--- src/ts2ep_pkg.sv ---
// Shared types and constants for the timestamp text to epoch seconds converter.
// Holds the request and result payload structs, register indexes and arithmetic constants.
// No dependencies.
package ts2ep_pkg;

    localparam int TEXT_LEN = 19;
    localparam int EPOCH_YEAR = 1970;
    localparam int LEAPS_BEFORE_EPOCH = 477;
    localparam int DAYS_PER_YEAR = 365;
    localparam int SECS_PER_DAY = 86400;
    localparam int SECS_PER_HOUR = 3600;
    localparam int SECS_PER_MIN = 60;
    localparam int DIV100_MUL = 5243;
    localparam int DIV100_SHIFT = 19;

    localparam int CFG_INDEX_W = 2;
    localparam int CFG_DATA_W = 5;
    localparam int ZONE_W = 5;
    localparam int EPOCH_W = 39;

    localparam logic [CFG_INDEX_W-1:0] CFG_DATE_ORDER = 2'd0;
    localparam logic [CFG_INDEX_W-1:0] CFG_ZONE_OFFSET = 2'd1;

    localparam logic ORDER_YMD = 1'b0;
    localparam logic ORDER_DMY = 1'b1;
    localparam logic signed [ZONE_W-1:0] ZONE_RESET = 5'sd8;

    localparam logic [7:0] ASCII_ZERO = 8'h30;
    localparam logic [7:0] ASCII_NINE = 8'h39;
    localparam logic [7:0] ASCII_DASH = 8'h2D;

    typedef enum logic [2:0] {
        FLD_SEP,
        FLD_YEAR,
        FLD_MONTH,
        FLD_DAY,
        FLD_HOUR,
        FLD_MIN,
        FLD_SEC
    } field_t;

    typedef struct packed {
        logic [7:0] char_byte;
        logic       start_req;
    } ts2ep_in_t;

    typedef struct packed {
        logic signed [EPOCH_W-1:0] epoch_seconds;
        logic                      format_error;
    } ts2ep_out_t;

endpackage

--- src/timestamp_text_to_epoch_seconds.sv ---
// Top level of the timestamp text to epoch seconds converter.
// Depends on ts2ep_pkg for payload types, register indexes and constants.
//
//  channel | ports                              | carries
//  s_      | s_valid s_ready s_data             | one text character per request
//  m_      | m_valid m_ready m_data             | seconds and error flag per timestamp
//  cfg_    | cfg_valid cfg_ready cfg_index/data | register writes, always ready
//
// One character is taken per cycle unless the last character of a timestamp meets a stalled
// capture stage; the result of a timestamp passes through the capture, divide-by-100, day count
// and seconds registers. Reset clears the text state and loads the register defaults.
// A stalled result holds the pipeline only back to the first free stage; characters
// that do not end a timestamp are always taken.
module timestamp_text_to_epoch_seconds (
    input  logic                                   aclk,
    input  logic                                   aresetn,
    input  logic                                   s_valid,
    output logic                                   s_ready,
    input  ts2ep_pkg::ts2ep_in_t                   s_data,
    output logic                                   m_valid,
    input  logic                                   m_ready,
    output ts2ep_pkg::ts2ep_out_t                  m_data,
    input  logic                                   cfg_valid,
    output logic                                   cfg_ready,
    input  logic [ts2ep_pkg::CFG_INDEX_W-1:0]      cfg_index,
    input  logic [ts2ep_pkg::CFG_DATA_W-1:0]       cfg_data
);
    import ts2ep_pkg::*;

    function automatic field_t field_of(input logic order, input logic [4:0] pos);
        field_t f;
        f = FLD_SEP;
        if (order == ORDER_YMD) begin
            case (pos) inside
                5'd0, 5'd1, 5'd2, 5'd3: f = FLD_YEAR;
                5'd5, 5'd6:             f = FLD_MONTH;
                5'd8, 5'd9:             f = FLD_DAY;
                5'd11, 5'd12:           f = FLD_HOUR;
                5'd14, 5'd15:           f = FLD_MIN;
                5'd17, 5'd18:           f = FLD_SEC;
                default:                f = FLD_SEP;
            endcase
        end else begin
            case (pos) inside
                5'd0, 5'd1:             f = FLD_DAY;
                5'd3, 5'd4:             f = FLD_MONTH;
                5'd6, 5'd7, 5'd8, 5'd9: f = FLD_YEAR;
                5'd11, 5'd12:           f = FLD_HOUR;
                5'd14, 5'd15:           f = FLD_MIN;
                5'd17, 5'd18:           f = FLD_SEC;
                default:                f = FLD_SEP;
            endcase
        end
        return f;
    endfunction

    function automatic logic [13:0] push_year(input logic [13:0] v, input logic [3:0] d);
        logic [17:0] t;
        t = {4'b0, v} * 18'd10 + {14'b0, d};
        return t[13:0];
    endfunction

    function automatic logic [6:0] push_two(input logic [6:0] v, input logic [3:0] d);
        logic [10:0] t;
        t = {4'b0, v} * 11'd10 + {7'b0, d};
        return t[6:0];
    endfunction

    function automatic logic [8:0] days_before(input logic [6:0] month);
        logic [8:0] r;
        case (month)
            7'd2:    r = 9'd31;
            7'd3:    r = 9'd59;
            7'd4:    r = 9'd90;
            7'd5:    r = 9'd120;
            7'd6:    r = 9'd151;
            7'd7:    r = 9'd181;
            7'd8:    r = 9'd212;
            7'd9:    r = 9'd243;
            7'd10:   r = 9'd273;
            7'd11:   r = 9'd304;
            7'd12:   r = 9'd334;
            default: r = 9'd0;
        endcase
        return r;
    endfunction

    logic                     date_order_reg;
    logic signed [ZONE_W-1:0] zone_reg;

    logic [4:0]  pos_reg, pos_next;
    logic [13:0] year_reg, year_next;
    logic [6:0]  month_reg, month_next;
    logic [6:0]  day_reg, day_next;
    logic [6:0]  hour_reg, hour_next;
    logic [6:0]  min_reg, min_next;
    logic [6:0]  sec_reg, sec_next;
    logic        bad_reg, bad_next;
    logic        text_active;
    logic        text_last;
    logic        is_digit;
    logic [3:0]  digit_val;
    field_t      fld;
    logic        in_accept;

    logic                     snap_valid_reg;
    logic [13:0]              snap_year_reg;
    logic [6:0]               snap_month_reg, snap_day_reg;
    logic [6:0]               snap_hour_reg, snap_min_reg, snap_sec_reg;
    logic signed [ZONE_W-1:0] snap_zone_reg;
    logic                     snap_bad_reg;

    logic               q_valid_reg;
    logic [13:0]        q_year_reg;
    logic [6:0]         q_month_reg, q_day_reg;
    logic [7:0]         q_qm_reg;
    logic signed [20:0] q_tsec_reg;
    logic               q_bad_reg;
    logic [13:0]        s2_m;
    logic [26:0]        s2_prod;
    logic signed [8:0]  s2_hz;
    logic signed [20:0] s2_tsec;

    logic               days_valid_reg;
    logic signed [23:0] days_reg;
    logic signed [20:0] days_tsec_reg;
    logic               days_bad_reg;
    logic [13:0]        s3_m;
    logic [14:0]        s3_q100;
    logic [13:0]        s3_rm_w;
    logic [6:0]         s3_rm;
    logic [13:0]        s3_leaps;
    logic [12:0]        s3_cnt;
    logic               s3_leap;
    logic               s3_leap_add;
    logic signed [23:0] s3_yd;
    logic signed [23:0] s3_days;

    logic                      out_valid_reg;
    ts2ep_out_t                out_reg;
    logic signed [EPOCH_W-1:0] s4_secs;

    logic out_ready, days_ready, q_ready, snap_ready;

    assign out_ready  = !out_valid_reg || m_ready;
    assign days_ready = !days_valid_reg || out_ready;
    assign q_ready    = !q_valid_reg || days_ready;
    assign snap_ready = !snap_valid_reg || q_ready;

    assign cfg_ready = 1'b1;

    always_ff @(posedge aclk) begin
        if (!aresetn) begin
            date_order_reg <= ORDER_YMD;
            zone_reg <= ZONE_RESET;
        end else if (cfg_valid && cfg_ready) begin
            unique case (cfg_index)
                CFG_DATE_ORDER:  date_order_reg <= cfg_data[0];
                CFG_ZONE_OFFSET: zone_reg <= $signed(cfg_data);
                default: ;
            endcase
        end
    end

    always_comb begin
        if (s_data.start_req) begin
            pos_next = '0;
            year_next = '0;
            month_next = '0;
            day_next = '0;
            hour_next = '0;
            min_next = '0;
            sec_next = '0;
            bad_next = 1'b0;
        end else begin
            pos_next = pos_reg;
            year_next = year_reg;
            month_next = month_reg;
            day_next = day_reg;
            hour_next = hour_reg;
            min_next = min_reg;
            sec_next = sec_reg;
            bad_next = bad_reg;
        end
        text_active = pos_next < 5'(TEXT_LEN);
        text_last = pos_next == 5'(TEXT_LEN - 1);
        fld = field_of(date_order_reg, pos_next);
        is_digit = (s_data.char_byte >= ASCII_ZERO) && (s_data.char_byte <= ASCII_NINE);
        digit_val = is_digit ? 4'(s_data.char_byte - ASCII_ZERO) : 4'd0;
        if (fld == FLD_YEAR && s_data.char_byte == ASCII_DASH) begin
            year_next = year_next;
        end else if (fld != FLD_SEP && !is_digit) begin
            bad_next = 1'b1;
        end else begin
            unique case (fld)
                FLD_YEAR:  year_next = push_year(year_next, digit_val);
                FLD_MONTH: month_next = push_two(month_next, digit_val);
                FLD_DAY:   day_next = push_two(day_next, digit_val);
                FLD_HOUR:  hour_next = push_two(hour_next, digit_val);
                FLD_MIN:   min_next = push_two(min_next, digit_val);
                FLD_SEC:   sec_next = push_two(sec_next, digit_val);
                default: ;
            endcase
        end
        if (text_active) begin
            pos_next = pos_next + 5'd1;
        end
    end

    assign s_ready = !text_last || snap_ready;
    assign in_accept = s_valid && s_ready;

    always_ff @(posedge aclk) begin
        if (!aresetn) begin
            pos_reg <= '0;
            year_reg <= '0;
            month_reg <= '0;
            day_reg <= '0;
            hour_reg <= '0;
            min_reg <= '0;
            sec_reg <= '0;
            bad_reg <= 1'b0;
        end else if (in_accept && text_active) begin
            pos_reg <= pos_next;
            year_reg <= year_next;
            month_reg <= month_next;
            day_reg <= day_next;
            hour_reg <= hour_next;
            min_reg <= min_next;
            sec_reg <= sec_next;
            bad_reg <= bad_next;
        end
    end

    always_ff @(posedge aclk) begin
        if (!aresetn) begin
            snap_valid_reg <= 1'b0;
        end else if (snap_ready) begin
            snap_valid_reg <= in_accept && text_last;
        end
    end

    always_ff @(posedge aclk) begin
        if (snap_ready && in_accept && text_last) begin
            snap_year_reg <= year_next;
            snap_month_reg <= month_next;
            snap_day_reg <= day_next;
            snap_hour_reg <= hour_next;
            snap_min_reg <= min_next;
            snap_sec_reg <= sec_next;
            snap_zone_reg <= zone_reg;
            snap_bad_reg <= bad_next;
        end
    end

    always_comb begin
        s2_m = snap_year_reg - 14'd1;
        s2_prod = {13'b0, s2_m} * 27'(DIV100_MUL);
        s2_hz = $signed({2'b00, snap_hour_reg}) - 9'(snap_zone_reg);
        s2_tsec = 21'(s2_hz) * 21'sd3600
                + $signed({14'b0, snap_min_reg}) * 21'(SECS_PER_MIN)
                + $signed({14'b0, snap_sec_reg});
    end

    always_ff @(posedge aclk) begin
        if (!aresetn) begin
            q_valid_reg <= 1'b0;
        end else if (q_ready) begin
            q_valid_reg <= snap_valid_reg;
        end
    end

    always_ff @(posedge aclk) begin
        if (q_ready && snap_valid_reg) begin
            q_year_reg <= snap_year_reg;
            q_month_reg <= snap_month_reg;
            q_day_reg <= snap_day_reg;
            q_qm_reg <= s2_prod[DIV100_SHIFT +: 8];
            q_tsec_reg <= s2_tsec;
            q_bad_reg <= snap_bad_reg;
        end
    end

    always_comb begin
        s3_m = q_year_reg - 14'd1;
        s3_q100 = {7'b0, q_qm_reg} * 15'd100;
        s3_rm_w = s3_m - s3_q100[13:0];
        s3_rm = s3_rm_w[6:0];
        s3_leaps = {2'b0, s3_m[13:2]} - {6'b0, q_qm_reg} + {8'b0, q_qm_reg[7:2]};
        s3_cnt = (q_year_reg > 14'(EPOCH_YEAR))
               ? 13'(s3_leaps - 14'(LEAPS_BEFORE_EPOCH)) : 13'd0;
        s3_leap = (q_year_reg[1:0] == 2'd0 && s3_rm != 7'd99)
               || (s3_rm == 7'd99 && q_qm_reg[1:0] == 2'd3);
        s3_leap_add = s3_leap && q_month_reg >= 7'd3 && q_month_reg <= 7'd12;
        s3_yd = $signed({10'b0, q_year_reg}) - 24'(EPOCH_YEAR);
        s3_days = s3_yd * 24'(DAYS_PER_YEAR)
                + $signed({11'b0, s3_cnt})
                + $signed({17'b0, q_day_reg})
                - 24'sd1
                + $signed({15'b0, days_before(q_month_reg)})
                + $signed({23'b0, s3_leap_add});
    end

    always_ff @(posedge aclk) begin
        if (!aresetn) begin
            days_valid_reg <= 1'b0;
        end else if (days_ready) begin
            days_valid_reg <= q_valid_reg;
        end
    end

    always_ff @(posedge aclk) begin
        if (days_ready && q_valid_reg) begin
            days_reg <= s3_days;
            days_tsec_reg <= q_tsec_reg;
            days_bad_reg <= q_bad_reg;
        end
    end

    assign s4_secs = EPOCH_W'(days_reg) * EPOCH_W'(SECS_PER_DAY) + EPOCH_W'(days_tsec_reg);

    always_ff @(posedge aclk) begin
        if (!aresetn) begin
            out_valid_reg <= 1'b0;
        end else if (out_ready) begin
            out_valid_reg <= days_valid_reg;
        end
    end

    always_ff @(posedge aclk) begin
        if (out_ready && days_valid_reg) begin
            out_reg.epoch_seconds <= days_bad_reg ? '0 : s4_secs;
            out_reg.format_error <= days_bad_reg;
        end
    end

    assign m_valid = out_valid_reg;
    assign m_data = out_reg;

`ifndef NO_ASSERTIONS
    a_last_char_captured: assert property (@(posedge aclk) disable iff (!aresetn)
        (in_accept && text_last) |=> snap_valid_reg)
        else $error("Final character was not captured for the seconds pipeline.");

    a_start_restarts_text: assert property (@(posedge aclk) disable iff (!aresetn)
        (in_accept && s_data.start_req) |=> (pos_reg == 5'd1))
        else $error("A start request did not restart the character position.");

    a_days_hold_on_stall: assert property (@(posedge aclk) disable iff (!aresetn)
        (days_valid_reg && !out_ready) |=> (days_valid_reg && $stable(days_reg)))
        else $error("Day count stage changed while the result stage was stalled.");

    a_error_gives_zero: assert property (@(posedge aclk) disable iff (!aresetn)
        (m_valid && m_data.format_error) |-> (m_data.epoch_seconds == '0))
        else $error("A result with a format error carries nonzero seconds.");
`endif

endmodule

--- config.mk ---
export PLATFORM = sky130hd
export DESIGN_NAME = timestamp_text_to_epoch_seconds
export DESIGN_NICKNAME = d
export VERILOG_FILES = /design/src/ts2ep_pkg.sv /design/src/timestamp_text_to_epoch_seconds.sv
export SDC_FILE = /design/constraint.sdc
export NUM_CORES = 1
export LEC_CHECK = 0
export BUFFER_PORTS_ARGS = -buffer_cell sky130_fd_sc_hd__buf_2
export CAP_MARGIN = 0
export CELL_PAD_IN_SITES_DETAIL_PLACEMENT = 0
export CELL_PAD_IN_SITES_GLOBAL_PLACEMENT = 1
export CORE_ASPECT_RATIO = 0.6
export CORE_UTILIZATION = 52
export DETAILED_ROUTE_END_ITERATION = 8
export HOLD_SLACK_MARGIN = 0.15
export PLACE_DENSITY = 0.78
export SYNTH_ARGS = -nofsm -noshare
export SYNTH_HDL_FRONTEND = slang
export SYNTH_SLANG_ARGS = --single-unit
--- constraint.sdc ---
create_clock -name aclk -period 11.6 [get_ports aclk]
set_input_delay 3.48 -clock aclk [delete_from_list [all_inputs] [get_ports aclk]]
set_output_delay 3.48 -clock aclk [all_outputs]
set_load 0.03 [all_outputs]
* Word-level counts from Yosys, hierarchy flattened
Memory sizes are Yosys's and may differ from the RTL's. A register that Yosys moved wholly into a read port is not among the register bits. Index checks and enable logic that the tools add are counted.
Operators by class: $mul 12, equal/unequal tests 26, order comparisons 6, add/subtract/negate cells 24, reductions and logical operators 43, multiplexer cells 43
Operators with widths (count):
- 7-bit 2-to-1 mux | 20
- 14-bit 2-to-1 mux | 4
- 39-bit by 21-bit adder with 39-bit output | 1
- 7-bit by 4-bit adder with 7-bit output | 5
- 7-bit by 3-bit multiplier with 6-bit output, second input constant | 5
- 24-bit by 11-bit multiplier with 32-bit output, second input constant | 1
- 5-bit by 4-bit == test with 1-bit output, second input constant | 6
- 3-bit 2-to-1 mux | 10
- 14-bit by 1-bit subtractor with 14-bit output, second input constant | 2
- 14-bit by 13-bit multiplier with 27-bit output, second input constant | 1
- 24-bit by 10-bit adder with 24-bit output | 1
- 24-bit by 14-bit adder with 24-bit output | 1
- 24-bit by 2-bit adder with 24-bit output | 1
- 24-bit by 8-bit adder with 24-bit output | 1
- 15-bit by 10-bit multiplier with 24-bit output, second input constant | 1
- 24-bit by 2-bit subtractor with 24-bit output, second input constant | 1
- 21-bit by 14-bit adder with 21-bit output | 1
- 21-bit by 8-bit adder with 21-bit output | 1
- 5-bit by 3-bit == test with 1-bit output, second input constant | 4
- 9-bit by 9-bit multiplier with 17-bit output, second input constant | 1
- 1-bit logical AND | 15
- 14-bit by 11-bit subtractor with 15-bit output, second input constant | 1
- 14-bit by 4-bit adder with 14-bit output | 1
- 14-bit by 11-bit > comparator with 1-bit output, second input constant | 1
- other kinds (40) | 68
Storage, ports and cells: memory bits (read-only) 144, flip-flop bits (word level) 264, input bits 21, word-level logic and storage cells 188, memories 1
Memory list:
- (no name shown) | words 16, width 9, read ports 1, clocked after memory_dff 1, write ports 0, RTL line timestamp_text_to_epoch_seconds.sv:71 | case (month)

* Depth between registers and ports, before layout
depth in word-level cells 14, mapped depth 37, depth with buffers taken out 36

* Least setup slack after synthesis
No wires, ideal clock.
path kind input to output, start input port s_data[0] (netlist name), end output port s_ready, data arrival time 4.990 ns, slack 3.130 ns, path buffers 3, stages 8, path through buf_2 -> buf_1 -> inv_1 -> clkbuf_1 -> nand2_1 -> inv_1 -> ha_1 -> nand4_1
On the way: longest elaborated chain between the ends 4
Ends and longest elaborated chain:
- from (decl) | RTL line timestamp_text_to_epoch_seconds.sv:19 | input ts2ep_pkg::ts2ep_in_t s_data,
- 5-bit 2-to-1 mux | RTL line timestamp_text_to_epoch_seconds.sv:166 | if (s_data.start_req) begin
- 5-bit == test | RTL line timestamp_text_to_epoch_seconds.sv:186 | text_last = pos_next == 5'(TEXT_LEN - 1);
- 1-bit logical NOT | RTL line timestamp_text_to_epoch_seconds.sv:210 | assign s_ready = !text_last || snap_ready;
- 1-bit logical OR | RTL line timestamp_text_to_epoch_seconds.sv:210
- to (decl) | RTL line timestamp_text_to_epoch_seconds.sv:18 | output logic s_ready,
Every way passes these cells.

* Worst setup path after layout
start register q_year_reg[1], end register days_reg[22] (data pin)
On the way: longest elaborated chain between the ends 10, elaborated cells between the ends (all ways) 22, those cells by class 11 x add/sub; 1 x mul; 1 x order compare; 2 x eq/ne; 1 x mux; 6 x reduce/logical
Ends and longest elaborated chain:
- from (decl) | RTL line timestamp_text_to_epoch_seconds.sv:114 | logic [13:0] q_year_reg;
- from (signal assigned) | RTL line timestamp_text_to_epoch_seconds.sv:275 | q_year_reg <= snap_year_reg;
- 14-bit by 1-bit subtractor with 14-bit output | RTL line timestamp_text_to_epoch_seconds.sv:285 | s3_m = q_year_reg - 14'd1;
- 12-bit by 8-bit subtractor with 13-bit output | RTL line timestamp_text_to_epoch_seconds.sv:289 | s3_leaps = {2'b0, s3_m[13:2]} - {6'b0, q_qm_reg} + {8'b0, q_qm_reg[7:2]};
- 13-bit by 7-bit adder with 13-bit output | RTL line timestamp_text_to_epoch_seconds.sv:289
- 13-bit by 9-bit subtractor with 13-bit output | RTL line timestamp_text_to_epoch_seconds.sv:291 | ? 13'(s3_leaps - 14'(LEAPS_BEFORE_EPOCH)) : 13'd0;
- 13-bit 2-to-1 mux | RTL line timestamp_text_to_epoch_seconds.sv:291
- 24-bit by 14-bit adder with 24-bit output | RTL line timestamp_text_to_epoch_seconds.sv:297 | + $signed({11'b0, s3_cnt})
- 24-bit by 8-bit adder with 24-bit output | RTL line timestamp_text_to_epoch_seconds.sv:298 | + $signed({17'b0, q_day_reg})
- 24-bit by 2-bit subtractor with 24-bit output | RTL line timestamp_text_to_epoch_seconds.sv:299 | - 24'sd1
- 24-bit by 10-bit adder with 24-bit output | RTL line timestamp_text_to_epoch_seconds.sv:300 | + $signed({15'b0, days_before(q_month_reg)})
- 24-bit by 2-bit adder with 24-bit output (*) | RTL line timestamp_text_to_epoch_seconds.sv:301 | + $signed({23'b0, s3_leap_add});
- named net s3_days[22] | RTL line timestamp_text_to_epoch_seconds.sv:137 | logic signed [23:0] s3_days;
- to (signal assigned) | RTL line timestamp_text_to_epoch_seconds.sv:314 | days_reg <= s3_days;
- to (decl) | RTL line timestamp_text_to_epoch_seconds.sv:125 | logic signed [23:0] days_reg;
Mark *: on every way through the listed nets, which the timed path passes. The rest lies on a longest branch. A chain may end at the register's enable or synchronous reset.

==> summary.txt <==
worst-path fanout max - 8
dpl hpwl - 51.1 mm
crit-path max cell delay - 0.50 ns
commonest cells after routing, fill and taps aside - 579 x inv_1, 513 x ha_1, 272 x fa_1
clk_skew - 0.0419 ns
synth warn - 0
register area share after synthesis - 0.247
# IOs - 64
syn_nets - 3809
slew margin rel. - 0.216
Worst Setup End Kind - register
Lkg Pwr - 15.4 nW
synthesized cell area - 30200 sq um
Max Buffers Root-to-Sink - 3
Total Routed Length - 62.4 mm
post-route insts no fill - 3844
Mapped Cells - 3003
max-cap violation count - 0
final hold violation count - 0
Final Util - 0.563
crit path max-delay cell type - edfxtp_1
overall global routing resource usage - 0.217
crit path DAT - 9.64 ns
DR WL/cell - 16.2 um
grt ovf - 0
nets - 3858
RSZ-0062 raised after global routing - false
fin crit period - 9.31 ns
Max Fclk - 107 MHz
most area-hungry cell type in the Yosys netlist - ha_1
PwrDens - 65.9 nW/um^2
fin. max-slew vios - 0
CTS tree - yes
most common cell after layout, fill and taps aside - inv_1
status - finished, final reports clean
flops & latches, synth - 273
synth top area cells - ha_1 21%, edfxtp_1 20%, fa_1 18%
Vert. Die Dim - 189 um
Chip Width - 313 um
Post-Synth Simple-Gate Area - 0.0995
setup_tns - 0 ns
critical path type - reg2reg
starting density of the core - 0.526
number of flip-flops under the largest register name - 40
global placer's final weighted congestion - 0.919
clock-pin slew on the worst setup and hold paths - 0.07 ns
async set or reset register ratio after synthesis - 0
Peak VDD IR - 0.0796 mV
port bufs - 62
area share of fa/ha/maj cells after synthesis - 0.392
Crit path top cell by count - ha_1
first-pass GRT wire length - 105 mm
# diodes - 0
vias per cell - 5.27
Tightest Pin Transition - 1.14 ns
cts repair resizes - 0
DRT iter0 DRCs - 1223
Tot Pwr - 2.13 mW
CTS HTree Levels - 1
Clk Tree Root Cell - clkbuf_16
# clock sinks - 273
syn_area_per_cell - 10.1 sq um
number of routed nets with antenna violations - 0
HP Class - reg2reg
Core Box Area - 57400 sq um
Synth top area share - 0.212
Setup Viol. Count Final - 0
# rows - 68
CTS Hold Bufs - 0
DR vias - 20266
clk_lat worst skew - 0.61 ns
1st-pass router iterations - 5
largest net degree at the start of global routing - 67
Synth Area in XOR/XNOR - 0.0678
post-synthesis mux area share - 0.0156
share of post-route cells with drive strength above 1 - 0.0524
die area - 59100 sq um
type of origin of the critical path - register
Syn-to-layout area delta - 6.95%
Final period util - 0.803
area post-placement - 31400 sq um
drc violations - 0
Num CTS Buffers - 28
Critical Path RT - 11.93 ns
post-placement cell count - 3792
initial antenna violation count - 0
ys flop type - edfxtp_1
vias in the first global route - 20495
EDFF count, synth - 199
post-CTS setup buffers - 0
largest family of logic cells by synthesized area - adder cells
post-synthesis compound-gate area fraction - 0.0990
Final Instance Area - 32300 sq um
synth unique cells - 88
cell families after synthesis:
family                   count (synthesis)
XOR/XNOR                               234
AO/OA/AOI/OAI                          448
multiplexers                            44
AND/OR/NAND/NOR                        588
buffers and inverters                  630
adder cells (fa/ha/maj)                785
flip-flops                             273
other                                    1
synth_stat cells (all sizes together), types with 14 or more instances:
cell type	number
inv	580
ha	513
fa	272
edfxtp	199
nand2	159
xnor2	156
nor2	133
a21oi	119
nor2b	100
o21ai	89
xor2	78
dfxtp	74
a21o	63
clkbuf	37
nor3	36
nor3b	29
mux2	26
nand3	26
and2	23
o21a	20
mux2i	18
o21bai	18
a21boi	17
nand2b	16
a32oi	15
a211oi	14
metrics by stage:
stage / setup slack (ns) / hold slack (ns)
2_1_floorplan: 3.13 / 0.400
3_3_place_gp: 2.61 / 0.401
3_5_place_dp: 2.39 / 0.405
4_1_cts: 2.32 / 0.394
5_1_grt: 1.63 / 0.402
6_report: 2.29 / 0.397
worst max-delay path, delay by kind of cell (launching register included):
kind / cells / cell delay, ns
AOI/OAI and AO/OA: 12 / 2.68
xor gates and xnor gates: 3 / 0.52
adders and majority gates: 11 / 4.36
buffers and inverters: 3 / 0.39
DFF: 1 / 0.50
and+or+nand+nor: 3 / 0.56
final timing paths:
path / slack [ns] / end / from / depth (start not counted)
hold reg to reg: 0.40 / q_tsec_reg[1] / snap_sec_reg[1] / 0
setup / recovery: 2.29 / days_reg[22] / q_year_reg[1] / 32
setup reg to reg: 2.29 / days_reg[22] / q_year_reg[1] / 32
hold / removal: 0.40 / q_tsec_reg[1] / snap_sec_reg[1] / 0
layer usage:
| metal | share of wire | global-route usage | wire [um] |
|---|---|---|---|
| met1 | 0.54 | 0.348 | 33600 |
| met2 | 0.40 | 0.311 | 25200 |
| met3 | 0.049 | 0.0343 | 3070 |
| met4 | 0.0086 | 0.0251 | 538 |
| met5 | 0 | 0 | 0 |
final cells by class:
type / count / area [sq um]
fillers: 5003 / 25100
multi-input cells: 2100 / 20400
flip-flops and latches: 273 / 7460
inverters: 580 / 2180
well taps: 770 / 963
clock buffers: 33 / 739
repair buffers: 69 / 363
clock inverters: 19 / 218
report_power, final:
group,switching [mW],internal (mW),total [mW],leakage (nW)
Combinational,0.0834,0.0556,0.139,12.6
Clock,0.419,0.529,0.948,0.459
Sequential,0.00335,1.04,1.05,2.37
Total,0.506,1.63,2.13,15.4
No activity file was read; power rests on OpenSTA's default activity.
